File: src/sv/pd_pkg.sv
package pd_pkg;

  localparam int ByteW   = 8;
  localparam int GroupN  = 3;

  typedef logic [ByteW-1:0] byte_t;
  typedef logic [1:0]       cnt_t;

  // Held-character state codes
  localparam cnt_t PEND_NONE  = 2'd0;
  localparam cnt_t PEND_PCT   = 2'd1;
  localparam cnt_t PEND_DIGIT = 2'd2;

  localparam byte_t PERCENT_CHAR = 8'h25;
  localparam byte_t CHAR_0 = 8'h30;
  localparam byte_t CHAR_9 = 8'h39;
  localparam byte_t CHAR_LA = 8'h61;
  localparam byte_t CHAR_LF = 8'h66;
  localparam byte_t CHAR_UA = 8'h41;
  localparam byte_t CHAR_UF = 8'h46;
  localparam logic [3:0] ALPHA_BASE = 4'd10;

  // Result of decoding one input character against the held state
  typedef struct packed {
    cnt_t                 cnt;
    byte_t [GroupN-1:0]   bytes;
    logic                 last;
    cnt_t                 pend_nxt;
    byte_t                digit_nxt;
  } dec_t;

  function automatic logic hex_valid(input byte_t c);
    return (c >= CHAR_0 && c <= CHAR_9) || (c >= CHAR_LA && c <= CHAR_LF) ||
           (c >= CHAR_UA && c <= CHAR_UF);
  endfunction

  function automatic logic [3:0] hex_nibble(input byte_t c);
    logic [3:0] v;
    v = 4'd0;
    if (c >= CHAR_0 && c <= CHAR_9) begin
      v = c[3:0];
    end else if ((c >= CHAR_LA && c <= CHAR_LF) || (c >= CHAR_UA && c <= CHAR_UF)) begin
      v = ALPHA_BASE + c[3:0] - 4'd1;
    end
    return v;
  endfunction

endpackage

File: src/sv/pd_in_if.sv
interface pd_in_if;
  logic                valid;
  logic                ready;
  logic [7:0]          in_byte;
  logic                in_last;

  modport source (output valid, output in_byte, output in_last, input ready);
  modport sink   (input valid, input in_byte, input in_last, output ready);
endinterface

File: src/sv/pd_out_if.sv
interface pd_out_if;
  logic                valid;
  logic                ready;
  logic [7:0]          out_byte;
  logic                out_last;

  modport source (output valid, output out_byte, output out_last, input ready);
  modport sink   (input valid, input out_byte, input out_last, output ready);
endinterface

File: src/sv/pd_decode.sv
module pd_decode (
  input  pd_pkg::cnt_t  pend,
  input  pd_pkg::byte_t digit,
  input  pd_pkg::byte_t c,
  input  logic          last,
  output pd_pkg::dec_t  dec
);
  import pd_pkg::*;

  always_comb begin
    logic  hv;
    cnt_t  n;
    cnt_t  p;
    byte_t d;
    byte_t [GroupN-1:0] b;

    hv = hex_valid(c);
    n  = 2'd0;
    p  = PEND_NONE;
    d  = digit;
    b  = '0;

    case (pend)
      PEND_PCT: begin
        if (hv) begin
          p = PEND_DIGIT;
          d = c;
        end else begin
          b[n] = PERCENT_CHAR;
          n = n + 2'd1;
          if (c == PERCENT_CHAR) begin
            p = PEND_PCT;
          end else begin
            b[n] = c;
            n = n + 2'd1;
          end
        end
      end
      PEND_DIGIT: begin
        if (hv) begin
          b[n] = {hex_nibble(digit), hex_nibble(c)};
          n = n + 2'd1;
        end else begin
          b[n] = PERCENT_CHAR;
          n = n + 2'd1;
          b[n] = digit;
          n = n + 2'd1;
          if (c == PERCENT_CHAR) begin
            p = PEND_PCT;
          end else begin
            b[n] = c;
            n = n + 2'd1;
          end
        end
      end
      default: begin
        if (c == PERCENT_CHAR) begin
          p = PEND_PCT;
        end else begin
          b[n] = c;
          n = n + 2'd1;
        end
      end
    endcase

    // flush anything still held at end of string
    if (last) begin
      if (p == PEND_PCT || p == PEND_DIGIT) begin
        b[n] = PERCENT_CHAR;
        n = n + 2'd1;
      end
      if (p == PEND_DIGIT) begin
        b[n] = d;
        n = n + 2'd1;
      end
      p = PEND_NONE;
    end

    dec.cnt       = n;
    dec.bytes     = b;
    dec.last      = last;
    dec.pend_nxt  = p;
    dec.digit_nxt = d;
  end

endmodule

File: src/sv/percent_decoder.sv
// Streaming URI percent-escape decoder. Each input transaction carries one
// raw character and a last flag; "%hh" (either hex case) turns into one
// byte, a broken escape goes out literally and the characters after it are
// scanned afresh, and on the last character anything still held ('%' and
// possibly one digit) is flushed literally with out_last on the final byte.
// An input character yields zero to three output bytes. The decode is one
// combinational pass from the held state and the incoming character into a
// three-entry result register, which drains one byte per cycle while the
// output is ready. Rate: one character per cycle while each produces at most
// one byte and the output is ready; a character producing k bytes (k = 2 or 3)
// holds the result register until they drain, so input ready returns as its
// last byte is taken. The first output byte is offered in the cycle after the character is accepted.
module percent_decoder (
  input  logic clk,
  input  logic rst_n,
  pd_in_if.sink    in_ch,
  pd_out_if.source out_ch
);
  import pd_pkg::*;

  // held-escape state
  cnt_t  pend_r, pend_nxt;
  byte_t digit_r, digit_nxt;

  // result group: bytes, fill length, read position, last flag
  byte_t [GroupN-1:0] grp_r, grp_nxt;
  cnt_t  len_r, len_nxt;
  cnt_t  pos_r, pos_nxt;
  logic  last_r, last_nxt;

  dec_t  dec;
  logic  in_fire;
  logic  out_fire;
  logic  grp_done;
  cnt_t  pos_inc;

  pd_decode u_decode (
    .pend  (pend_r),
    .digit (digit_r),
    .c     (in_ch.in_byte),
    .last  (in_ch.in_last),
    .dec   (dec)
  );

  assign pos_inc  = pos_r + 2'd1;
  assign grp_done = (pos_inc == len_r);

  // accept while the group is empty or its final byte leaves this cycle
  assign in_ch.ready = (len_r == 2'd0) || (out_ch.ready && grp_done);
  assign in_fire     = in_ch.valid && in_ch.ready;

  assign out_ch.valid = (len_r != 2'd0);
  assign out_fire     = out_ch.valid && out_ch.ready;

  always_comb begin
    case (pos_r)
      2'd0:    out_ch.out_byte = grp_r[0];
      2'd1:    out_ch.out_byte = grp_r[1];
      2'd2:    out_ch.out_byte = grp_r[2];
      default: out_ch.out_byte = grp_r[0];
    endcase
  end

  // last flag marks only the closing byte of the final group
  assign out_ch.out_last = last_r && grp_done;

  always_comb begin
    pend_nxt  = pend_r;
    digit_nxt = digit_r;
    grp_nxt   = grp_r;
    len_nxt   = len_r;
    pos_nxt   = pos_r;
    last_nxt  = last_r;
    if (out_fire) begin
      // advance through the group, drop it after its final byte
      if (grp_done) begin
        len_nxt = 2'd0;
        pos_nxt = 2'd0;
      end else begin
        pos_nxt = pos_inc;
      end
    end
    if (in_fire) begin
      pend_nxt  = dec.pend_nxt;
      digit_nxt = dec.digit_nxt;
      grp_nxt   = dec.bytes;
      len_nxt   = dec.cnt;
      pos_nxt   = 2'd0;
      last_nxt  = dec.last;
    end
  end

  always_ff @(posedge clk) begin
    if (!rst_n) begin
      pend_r  <= PEND_NONE;
      digit_r <= '0;
      len_r   <= 2'd0;
      pos_r   <= 2'd0;
    end else begin
      pend_r  <= pend_nxt;
      digit_r <= digit_nxt;
      len_r   <= len_nxt;
      pos_r   <= pos_nxt;
    end
  end

  // payload: hold until reloaded
  always_ff @(posedge clk) begin
    grp_r  <= grp_nxt;
    last_r <= last_nxt;
  end

`ifndef ASSERT_OFF
  a_pos_in_group: assert property (@(posedge clk) disable iff (!rst_n)
    out_ch.valid |-> (pos_r < len_r))
    else $error("read position outside result group");

  a_pend_legal: assert property (@(posedge clk) disable iff (!rst_n)
    pend_r != 2'd3)
    else $error("illegal held-character count");

  a_last_clears: assert property (@(posedge clk) disable iff (!rst_n)
    (in_fire && in_ch.in_last) |=> (pend_r == PEND_NONE))
    else $error("held characters survive end of string");

  a_group_drains: assert property (@(posedge clk) disable iff (!rst_n)
    (out_fire && !grp_done) |=> out_ch.valid)
    else $error("result group dropped before its final byte");
`endif

endmodule
File: src/flat_wrapper.sv
// flat-port wrapper written by rule: the top's interface ports become plain ports
module percent_decoder_flat import pd_pkg::*;
  (clk, rst_n, in_ch_valid, in_ch_in_byte, in_ch_in_last, in_ch_ready, out_ch_valid, out_ch_out_byte, out_ch_out_last, out_ch_ready);
  pd_in_if in_ch_i ();
  pd_out_if out_ch_i ();
  input  logic clk;
  input  logic rst_n;
  input wire logic [$bits(in_ch_i.valid)-1:0] in_ch_valid;
  input wire logic [$bits(in_ch_i.in_byte)-1:0] in_ch_in_byte;
  input wire logic [$bits(in_ch_i.in_last)-1:0] in_ch_in_last;
  output wire logic [$bits(in_ch_i.ready)-1:0] in_ch_ready;
  output wire logic [$bits(out_ch_i.valid)-1:0] out_ch_valid;
  output wire logic [$bits(out_ch_i.out_byte)-1:0] out_ch_out_byte;
  output wire logic [$bits(out_ch_i.out_last)-1:0] out_ch_out_last;
  input wire logic [$bits(out_ch_i.ready)-1:0] out_ch_ready;
  assign in_ch_i.valid = in_ch_valid;
  assign in_ch_i.in_byte = in_ch_in_byte;
  assign in_ch_i.in_last = in_ch_in_last;
  assign in_ch_ready = in_ch_i.ready;
  assign out_ch_valid = out_ch_i.valid;
  assign out_ch_out_byte = out_ch_i.out_byte;
  assign out_ch_out_last = out_ch_i.out_last;
  assign out_ch_i.ready = out_ch_ready;
  percent_decoder u_core (.clk(clk), .rst_n(rst_n), .in_ch(in_ch_i), .out_ch(out_ch_i));
endmodule
File: config.mk
export PLATFORM = sky130hd
export DESIGN_NAME = percent_decoder_flat
export DESIGN_NICKNAME = d
export VERILOG_FILES = /design/src/sv/pd_pkg.sv /design/src/sv/pd_in_if.sv /design/src/sv/pd_out_if.sv /design/src/sv/pd_decode.sv /design/src/sv/percent_decoder.sv /design/src/flat_wrapper.sv
export SDC_FILE = /design/constraint.sdc
export NUM_CORES = 1
export LEC_CHECK = 0
export BUFFER_PORTS_ARGS = -buffer_cell sky130_fd_sc_hd__buf_2
export CAP_MARGIN = 25
export CORE_ASPECT_RATIO = 0.7
export CORE_MARGIN = 2
export CORE_UTILIZATION = 40
export CTS_CLUSTER_SIZE = 25
export DETAILED_ROUTE_END_ITERATION = 7
export PLACE_DENSITY = 0.56
export SLEW_MARGIN = 20
export SYNTH_ARGS = -nofsm -noshare
export SYNTH_HDL_FRONTEND = slang
export SYNTH_SLANG_ARGS = --single-unit
File: constraint.sdc
create_clock -name clk -period 10.1 [get_ports clk]
set_input_delay 2.02 -clock clk [delete_from_list [all_inputs] [get_ports clk]]
set_output_delay 2.02 -clock clk [all_outputs]
set_load 0.02 [all_outputs]
==> flow_metrics.tcl, run 1 <==
set metrics [dict create \
    status "finished, final reports clean" \
    ys_seq_area_frac 0.359 \
    drcViolationCount 0 \
    final_cell_mix "nand2_1, o21ai_0, edfxtp_1" \
    grt_use_total 0.216 \
    drive_gt1_frac 0.164 \
    final_antenna_net_count 0 \
    cts_hold_buf 0 \
    design_area_sq_um 3140 \
    die_x_microns 105 \
    cts-root-buf "clkbuf_8" \
    die_area_sq_um 7880 \
    syn2layout_area_growth_pct 9.19 \
    synthDistinctLibCells 71 \
    io_pins 24 \
    fin_worst_skew_ns 0.00316 \
    rows 25 \
    fillers 657 \
    postSynthCellCount 309 \
    synth_top_family_by_area "compound AO/OA/AOI/OAI gates" \
    fin_setup_tns_ns 0 \
    rr_worst_depth 9 \
    cp.arrival_ns 5.28 \
    synth-simple-area-share 0.200 \
    wl_per_cell_microns 19.6 \
    cp-start-kind "input port" \
    post-dp-hpwl_mm 6.12 \
    dpl_cell_area_sq_um 3020 \
    critPathKind "in -> reg" \
    worstHoldStart "u_core.pend_r[1]$_SDFFE_PN0P_" \
    synth_edf_count 25 \
    core-area_sq_um 6850 \
    required_ns 10.13 \
    drt_iter0_markers 234 \
    seqCellArea_sq_um 1030 \
    port_buffers 23 \
    crit_path_end_kind "flip-flop" \
    met3_length_microns 646 \
    cts_sinks 39 \
    grt_overflow 0 \
    viasPerCell 5.99 \
    hold_depth 2 \
    holdPathEnd "u_core.pend_r[1]$_SDFFE_PN0P_" \
    yosys.area.top_type "edfxtp_1" \
    finalMaxSlewViolations 0 \
    relSlewSlack 0.543 \
    antenna_found_initial 0 \
    h-tree-depth 2 \
    syn_area_per_cell_sq_um 9.29 \
    clkTransAtPathRegs_ns 0.08 \
    cap_violations 0 \
    wl_met2_mm 3.15 \
    finalCritPeriodShare 0.519 \
    cts.path.max_buffers 2 \
    power.leakage_nw 1.21 \
    cts_tree "yes" \
    clkLatencyLatePin_ns 0.30 \
    synth_flop_cell "edfxtp_1" \
    clock.fmax_mhz 191 \
    synth-seq-cells 39 \
    synthXorXnorAreaFrac 0.00915 \
    crit_fanout 9 \
    final_common_cell "nand2_1" \
    r2r-end "u_core.grp_r[1]$_DFFE_PP_" \
    place_ws_ns 4.64 \
    cts_setup_buffers 0 \
    start_util 0.419 \
    finalNetCount 348 \
    met1_length_mm 4.21 \
    cts_inserted_buffers 5 \
    grt_max_degree 33 \
    place_congestion 0.977 \
    yosysWarnings 0 \
    period_needed_ns 5.25 \
    multi_input_area_sq_um 1690 \
    p_per_area_nw_per_um2 111 \
    synth_compound_area_frac 0.299 \
    topRoutingLayerUsed "met4" \
    drtPass1Iterations 5 \
    synthArstFlopShare 0 \
    final-setup-viol-count 0 \
    cts_resized 0 \
    routed_wl_mm 8.16 \
    synth_fa_ha_area_frac 0.0566 \
    setup_slack_ns 4.85 \
    route.vias.total 2496 \
    die_h_microns 74.9 \
    diodes 0 \
    ir_drop_uv 48.1 \
    netlist_area_sq_um 2870 \
    synth_top_area_frac 0.261 \
    finalHoldViolations 0 \
    hp-class "reg -> reg" \
    yosys-top-cells-area "edfxtp_1, dfxtp_1, ha_1" \
    grt_pass1_vias 2273 \
    synthMuxAreaShare 0.0248 \
    r2r_setup_slack_ns 6.49 \
    rsz0062_at_grt "no" \
    grt_first_pass_wirelength_mm 12.8 \
    worst_slew_pin_slew_ns 0.685 \
    r2r-start "u_core.pend_r[0]$_SDFFE_PN0P_" \
    syn_nets 335 \
]
-- cells in the mapped netlist, drive strengths merged (3+ instances only) --
cell type,count
nand2b,7
nand2,28
ha,13
o32ai,3
a2bb2oi,3
a21o,8
edfxtp,25
clkbuf,12
a21oi,12
nor2,21
dfxtp,14
or2,5
buf,5
nand4,5
nand3,7
a31oi,3
a311oi,4
mux2i,6
a41oi,3
and2,9
nor2b,3
a22oi,13
o21ai,30
a32oi,4
inv,18
and3,3
o22ai,4
-- power breakdown --
| group | switching, mW | total [mW] | internal (mW) |
|---|---|---|---|
| clock | 0.0595 | 0.133 | 0.0736 |
| combinational | 0.0251 | 0.0358 | 0.0107 |
| sequential | 0.00334 | 0.179 | 0.176 |
| total | 0.0879 | 0.348 | 0.260 |
-- area by class of cell --
class | count | share of cell area
well taps | 94 | 0.0375
inverters | 18 | 0.0215
multi-input cells | 235 | 0.540
flip-flops and latches | 39 | 0.329
clock inverters | 3 | 0.0140
clock buffers | 5 | 0.0219
repair buffers | 23 | 0.0367
-- metal layers --
metal / up-vias / global-route usage
met1: 1180 / 0.326
li1: 1194 / -
met4: 0 / 0.0667
met2: 106 / 0.298
met3: 16 / 0.0571
met5: - / 0
-- sequential cells by signal (all words and copies together) (netlist names) --
register        count
u_core.digit_r      8
u_core.grp_r       24
u_core.last_r       1
u_core.len_r        2
u_core.pend_r       2
u_core.pos_r        2
-- per-stage QoR --
step	utilization	total power, mW	hold WS, ns	instances
after floorplan	-	0.204	0.449	309
after global placement	0.441	0.219	0.467	409
after detailed placement	0.441	0.218	0.474	409
after CTS	0.458	0.349	0.493	417
after global routing	0.458	0.359	0.511	417
final	0.458	0.348	0.491	417
-- cells by family after synthesis --
kind of cell | count (synthesis)
xor+xnor | 3
fa+ha+maj | 13
mux | 7
simple gates | 102
buf+inv | 35
compound gates | 110
flops | 39
-- worst max-delay path by stage --
stage | startpoint | to | cells past startpoint
detailed placement | in_ch_in_byte[1] | u_core.grp_r[1]$_DFFE_PP_ | 12
finish | in_ch_in_byte[1] | u_core.grp_r[1]$_DFFE_PP_ | 12
global placement | in_ch_in_byte[1] | u_core.grp_r[6]$_DFFE_PP_ | 12
global route | in_ch_in_byte[1] | u_core.grp_r[1]$_DFFE_PP_ | 12
floorplan | in_ch_in_byte[1] | u_core.grp_r[6]$_DFFE_PP_ | 13
CTS | in_ch_in_byte[1] | u_core.grp_r[1]$_DFFE_PP_ | 12
-- worst max-delay path, cell delays in order --
cell and delay (ns):
buf_2 0.15, inv_1 0.09, ha_1 0.24, or3b_4 0.42, and4_1 0.37, nor3_2 0.25
o21ai_0 0.21, ha_1 0.41, nand2_1 0.14, a2111oi_4 0.46, or2_1 0.35, o22ai_1 0.16
(Power assumes the default switching activity.)
==> run 2, diff against run 1 <==
PLACE_DENSITY = 0.58   (was 0.56)
clock period = 4.35 ns   (was 10.1 ns; I/O delays follow)
==> flow_metrics.tcl, run 2 (same netlist as run 1, synthesis figures left out) <==
set metrics [dict create \
    finalNetCount 352 \
    power.leakage_nw 1.22 \
    fillers 661 \
    rr_worst_depth 10 \
    met2_usage 0.282 \
    required_ns 4.36 \
    cp-start-kind "input port" \
    cts_resized 0 \
    cts_sinks 39 \
    grt_pass1_vias 2303 \
    final_cell_mix "nand2_1, o21ai_0, edfxtp_1" \
    drtPass1Iterations 5 \
    io_pins 24 \
    grt_overflow 0 \
    fin_setup_tns_ns 0 \
    clkTransAtPathRegs_ns 0.08 \
    crit_fanout 12 \
    final_common_cell "nand2_1" \
    grt.met3_usage 0.0727 \
    cts_tree "yes" \
    period_needed_ns 3.67 \
    fin_worst_skew_ns 0.0185 \
    p_clk_frac 0.337 \
    cts_hold_buf 0 \
    worstHoldStart "u_core.pend_r[0]$_SDFFE_PN0P_" \
    port_buffers 23 \
    cts_setup_buffers 0 \
    share_comb_of_total_power 0.111 \
    hp-class "reg -> reg" \
    antenna_found_initial 0 \
    cap_violations 0 \
    syn2layout_area_growth_pct 9.41 \
    hold_depth 2 \
    finalHoldViolations 0 \
    final_antenna_net_count 0 \
    route.vias.total 2524 \
    drcViolationCount 0 \
    routed_wl_mm 7.85 \
    diodes 0 \
    core-area_sq_um 6850 \
    grt_use_met1 0.311 \
    r2r-start "u_core.pend_r[0]$_SDFFE_PN0P_" \
    die_x_microns 105 \
    placedCellCount 413 \
    largest_register_ffs 24 \
    final-setup-viol-count 0 \
    grt_max_degree 33 \
    cts-root-buf "clkbuf_8" \
    whs_ns 0.478 \
    rows 25 \
    reg.largest.list "u_core.grp_r (24), u_core.digit_r (8)" \
    place_ws_ns 0.449 \
    largest_register "u_core.grp_r" \
    h-tree-depth 2 \
    seqPwrFrac 0.552 \
    grt.busiest_layer "met1" \
    clock.fmax_mhz 272 \
    swShare 0.277 \
    p_per_area_nw_per_um2 240 \
    ir_drop_uv 120 \
    cp.arrival_ns 3.68 \
    place_congestion 0.994 \
    setup_slack_ns 0.680 \
    start_util 0.419 \
    rsz0062_at_grt "no" \
    final_cells 421 \
    cts_inserted_buffers 5 \
    intPower_mw 0.545 \
    wl_per_cell_microns 18.7 \
    die_h_microns 74.9 \
    clkLatencyLatePin_ns 0.31 \
    worst_slew_pin_slew_ns 0.788 \
    drt_iter0_markers 275 \
    critPathKind "in -> reg" \
    status "finished, final reports clean" \
    finalCritPeriodShare 0.844 \
    relSlewSlack 0.470 \
    r2r-end "u_core.grp_r[6]$_DFFE_PP_" \
    drive_gt1_frac 0.174 \
    p_sw_mw 0.209 \
    viasPerCell 6.00 \
    die_area_sq_um 7880 \
    cts.path.max_buffers 2 \
    crit_path_end_kind "flip-flop" \
    grt_first_pass_wirelength_mm 12.6 \
    holdPathEnd "u_core.pend_r[0]$_SDFFE_PN0P_" \
    finalMaxSlewViolations 0 \
    grt_use_total 0.210 \
    post-dp-hpwl_mm 5.79 \
    r2r_setup_slack_ns 1.17 \
]
## run 2: changes by cell type in the layout (fill, tap and decap cells not counted), sizes merged
cell	previous run	this run
buf	23	27
clkinvlp	0	2
clkinv	2	1
bufinv	1	0
## run 2: power groups by stage
| stage | clock network [mW] | registers (mW) | logic (mW) |
|---|---|---|---|
| after floorplan | 0 | 0.421 | 0.0537 |
| after global placement | 0 | 0.425 | 0.0828 |
| after detailed placement | 0 | 0.425 | 0.0819 |
| after CTS | 0.257 | 0.416 | 0.0823 |
| after global routing | 0.272 | 0.418 | 0.0918 |
| final | 0.254 | 0.416 | 0.0840 |
## run 2: how the worst max path moves through the flow
stage	from	to	slack, ns	cells past startpoint
2_1_floorplan	in_ch_in_byte[1]	u_core.grp_r[6]$_DFFE_PP_	0.70	13
5_1_grt	in_ch_in_byte[1]	u_core.grp_r[6]$_DFFE_PP_	0.36	12
6_report	in_ch_in_byte[1]	u_core.grp_r[6]$_DFFE_PP_	0.68	12
4_1_cts	in_ch_in_byte[1]	u_core.grp_r[6]$_DFFE_PP_	0.74	12
3_5_place_dp	in_ch_in_byte[0]	u_core.grp_r[6]$_DFFE_PP_	0.45	12
3_3_place_gp	in_ch_in_byte[1]	u_core.grp_r[6]$_DFFE_PP_	0.53	12
## run 2: final cells by class
| class | instances | area, sq um | share of cell area |
|---|---|---|---|
| multi-input cells | 235 | 1690 | 0.538 |
| flip-flops and latches | 39 | 1030 | 0.328 |
| repair buffers | 27 | 145 | 0.0462 |
| well taps | 94 | 118 | 0.0374 |
| clock buffers | 5 | 68.8 | 0.0219 |
| inverters | 18 | 67.6 | 0.0215 |
| clock inverters | 3 | 20.0 | 0.00637 |
## run 2: layer usage
layer  vias up  wire [microns]
met5         -               0
met4         0             201
met3        20             773
met2       118            2920
met1      1177            3960
li1       1209               -
## run 2: worst max-delay path, stage by stage
cell and delay (ns):
buf_2 0.16, inv_1 0.10, ha_1 0.25, o21bai_1 0.27
a21o_1 0.41, nand4_1 0.24, o21ai_0 0.28, ha_1 0.23
nand2_1 0.13, a2111oi_4 0.31, or2_1 0.29, o22ai_1 0.14
## run 2: per-stage QoR
step | power [mW] | util | area, sq um
after floorplan | 0.474 | - | 2870
after global placement | 0.507 | 0.446 | 3050
after CTS | 0.756 | 0.459 | 3140
after detailed placement | 0.507 | 0.446 | 3050
final | 0.754 | 0.459 | 3140
after global routing | 0.782 | 0.459 | 3140
==> run 3, diff against run 2 <==
clock period = 3.18 ns   (was 4.35 ns; I/O delays follow)
==> flow_metrics.tcl, run 3 (same netlist as run 1, synthesis figures left out) <==
set metrics [dict create \
    cts-root-buf "clkbuf_8" \
    io_pins 24 \
    port_buffers 23 \
    h-tree-depth 2 \
    slowest_delay_ns 0.41 \
    final-setup-viol-count 0 \
    rsz0062_at_grt "no" \
    cts_tree "yes" \
    cts.path.max_buffers 2 \
    p_per_area_nw_per_um2 326 \
    drive_gt1_frac 0.277 \
    cp-start-kind "input port" \
    final_cell_mix "buf_4, nand2_1, o21ai_0, edfxtp_1, buf_2" \
    clkTransAtPathRegs_ns 0.09 \
    post-dp-hpwl_mm 6.45 \
    finalHoldViolations 0 \
    diodes 0 \
    start_util 0.419 \
    grt_use_total 0.227 \
    cts_sinks 39 \
    fin_worst_skew_ns 0.00988 \
    die_h_microns 74.9 \
    cp_cell_sequence "buf_2, inv_2, ha_2, or3b_4, nand4_4, nand4_1, o21ai_0, ha_1, buf_4, nand2b_1, o32ai_2, a21o_1" \
    critPathKind "in -> reg" \
    finalCritPeriodShare 0.963 \
    ir_drop_uv 176 \
    cp_slowest_cell "or3b_4" \
    grt_pass1_vias 2397 \
    drcViolationCount 0 \
    finalMaxSlewViolations 0 \
    route.vias.total 2619 \
    setup_slack_ns 0.119 \
    hp-class "reg -> reg" \
    largest_register "u_core.grp_r" \
    clkLatencyLatePin_ns 0.31 \
    cts_inserted_buffers 5 \
    grt_overflow 0 \
    required_ns 3.35 \
    period_needed_ns 3.06 \
    grt_first_pass_wirelength_mm 13.4 \
    status "finished, final reports clean" \
    die_x_microns 105 \
    place_congestion 1.00 \
    cp.arrival_ns 3.23 \
    final_antenna_net_count 0 \
    crit_path_end_kind "flip-flop" \
    die_area_sq_um 7880 \
    antenna_found_initial 0 \
    clock.fmax_mhz 327 \
    worst_slew_pin_slew_ns 0.561 \
    crit_fanout 4 \
    relSlewSlack 0.625 \
    routed_wl_mm 8.39 \
    reg.largest.list "u_core.grp_r (24), u_core.digit_r (8)" \
    cap_violations 0 \
    finalNetCount 389 \
    syn2layout_area_growth_pct 20.8 \
    final_common_cell "buf_4" \
    grt_max_degree 33 \
    largest_register_ffs 24 \
    place_ws_ns -0.144 \
    drtPass1Iterations 5 \
    core-area_sq_um 6850 \
    rows 25 \
    wl_per_cell_microns 18.3 \
    fin_setup_tns_ns 0 \
    drt_iter0_markers 265 \
    cts_setup_buffers 0 \
    viasPerCell 5.72 \
    power.leakage_nw 1.41 \
]
## run 3: changes by cell type in the layout (fill, tap and decap cells not counted), moves of 2 or more
cell,change
buf_4,+37
clkinvlp_4,-2
inv_2,+2
inv_1,-2
ha_1,-2
ha_2,+2
## run 3: critical path, delay by kind of cell
| kind | cells | cell delay [ns] |
|---|---|---|
| compound gates | 3 | 0.90 |
| simple gates | 4 | 0.83 |
| fa+ha+maj | 2 | 0.53 |
| buf+inv | 3 | 0.34 |
## run 3: timing repair
action                                  4_1_cts  5_1_grt
endpoints found under the setup margin        0        3
hold buffers                                  0        0
gates resized for setup                       0        1
## run 3: area by class of cell
cell class              count  area, sq um
flip-flops and latches     39         1030
multi-input cells         235         1720
clock inverters             3         43.8
repair buffers             64          423
well taps                  94          118
fillers                   658         3380
clock buffers               5         68.8
inverters                  18         67.6
## run 3: metrics by stage
stage,hold WS (ns),util,total power [mW],cell area [sq um],std cells
floorplan,0.449,-,0.650,2900,309
finish,0.482,0.506,1.13,3470,458
CTS,0.488,0.505,1.14,3460,458
global route,0.517,0.506,1.17,3470,458
global placement,0.463,0.489,0.711,3350,450
detailed placement,0.474,0.489,0.711,3350,450
## run 3: worst paths after layout
check / start / end / slack, ns / cells after the start
max reg2reg: u_core.pend_r[0]$_SDFFE_PN0P_ / u_core.grp_r[19]$_DFFE_PP_ / 0.33 / 13
max: in_ch_in_byte[1] / u_core.grp_r[18]$_DFFE_PP_ / 0.12 / 12
min: u_core.pend_r[1]$_SDFFE_PN0P_ / u_core.pend_r[1]$_SDFFE_PN0P_ / 0.48 / 2
min reg2reg: u_core.pend_r[1]$_SDFFE_PN0P_ / u_core.pend_r[1]$_SDFFE_PN0P_ / 0.48 / 2
## run 3: power by group
part | switching, mW | leakage [nW] | internal, mW
registers | 0.0102 | 0.363 | 0.559
clock network | 0.196 | 0.0581 | 0.234
logic | 0.0854 | 0.988 | 0.0467
## run 3: per-layer routing
metal / GRT usage / share of wire / vias to the layer above
met5: 0 / 0 / -
met1: 0.346 / 0.52 / 1243
li1: - / - / 1280
met4: 0.0444 / 0.0074 / 0
met2: 0.319 / 0.39 / 89
met3: 0.0632 / 0.080 / 7
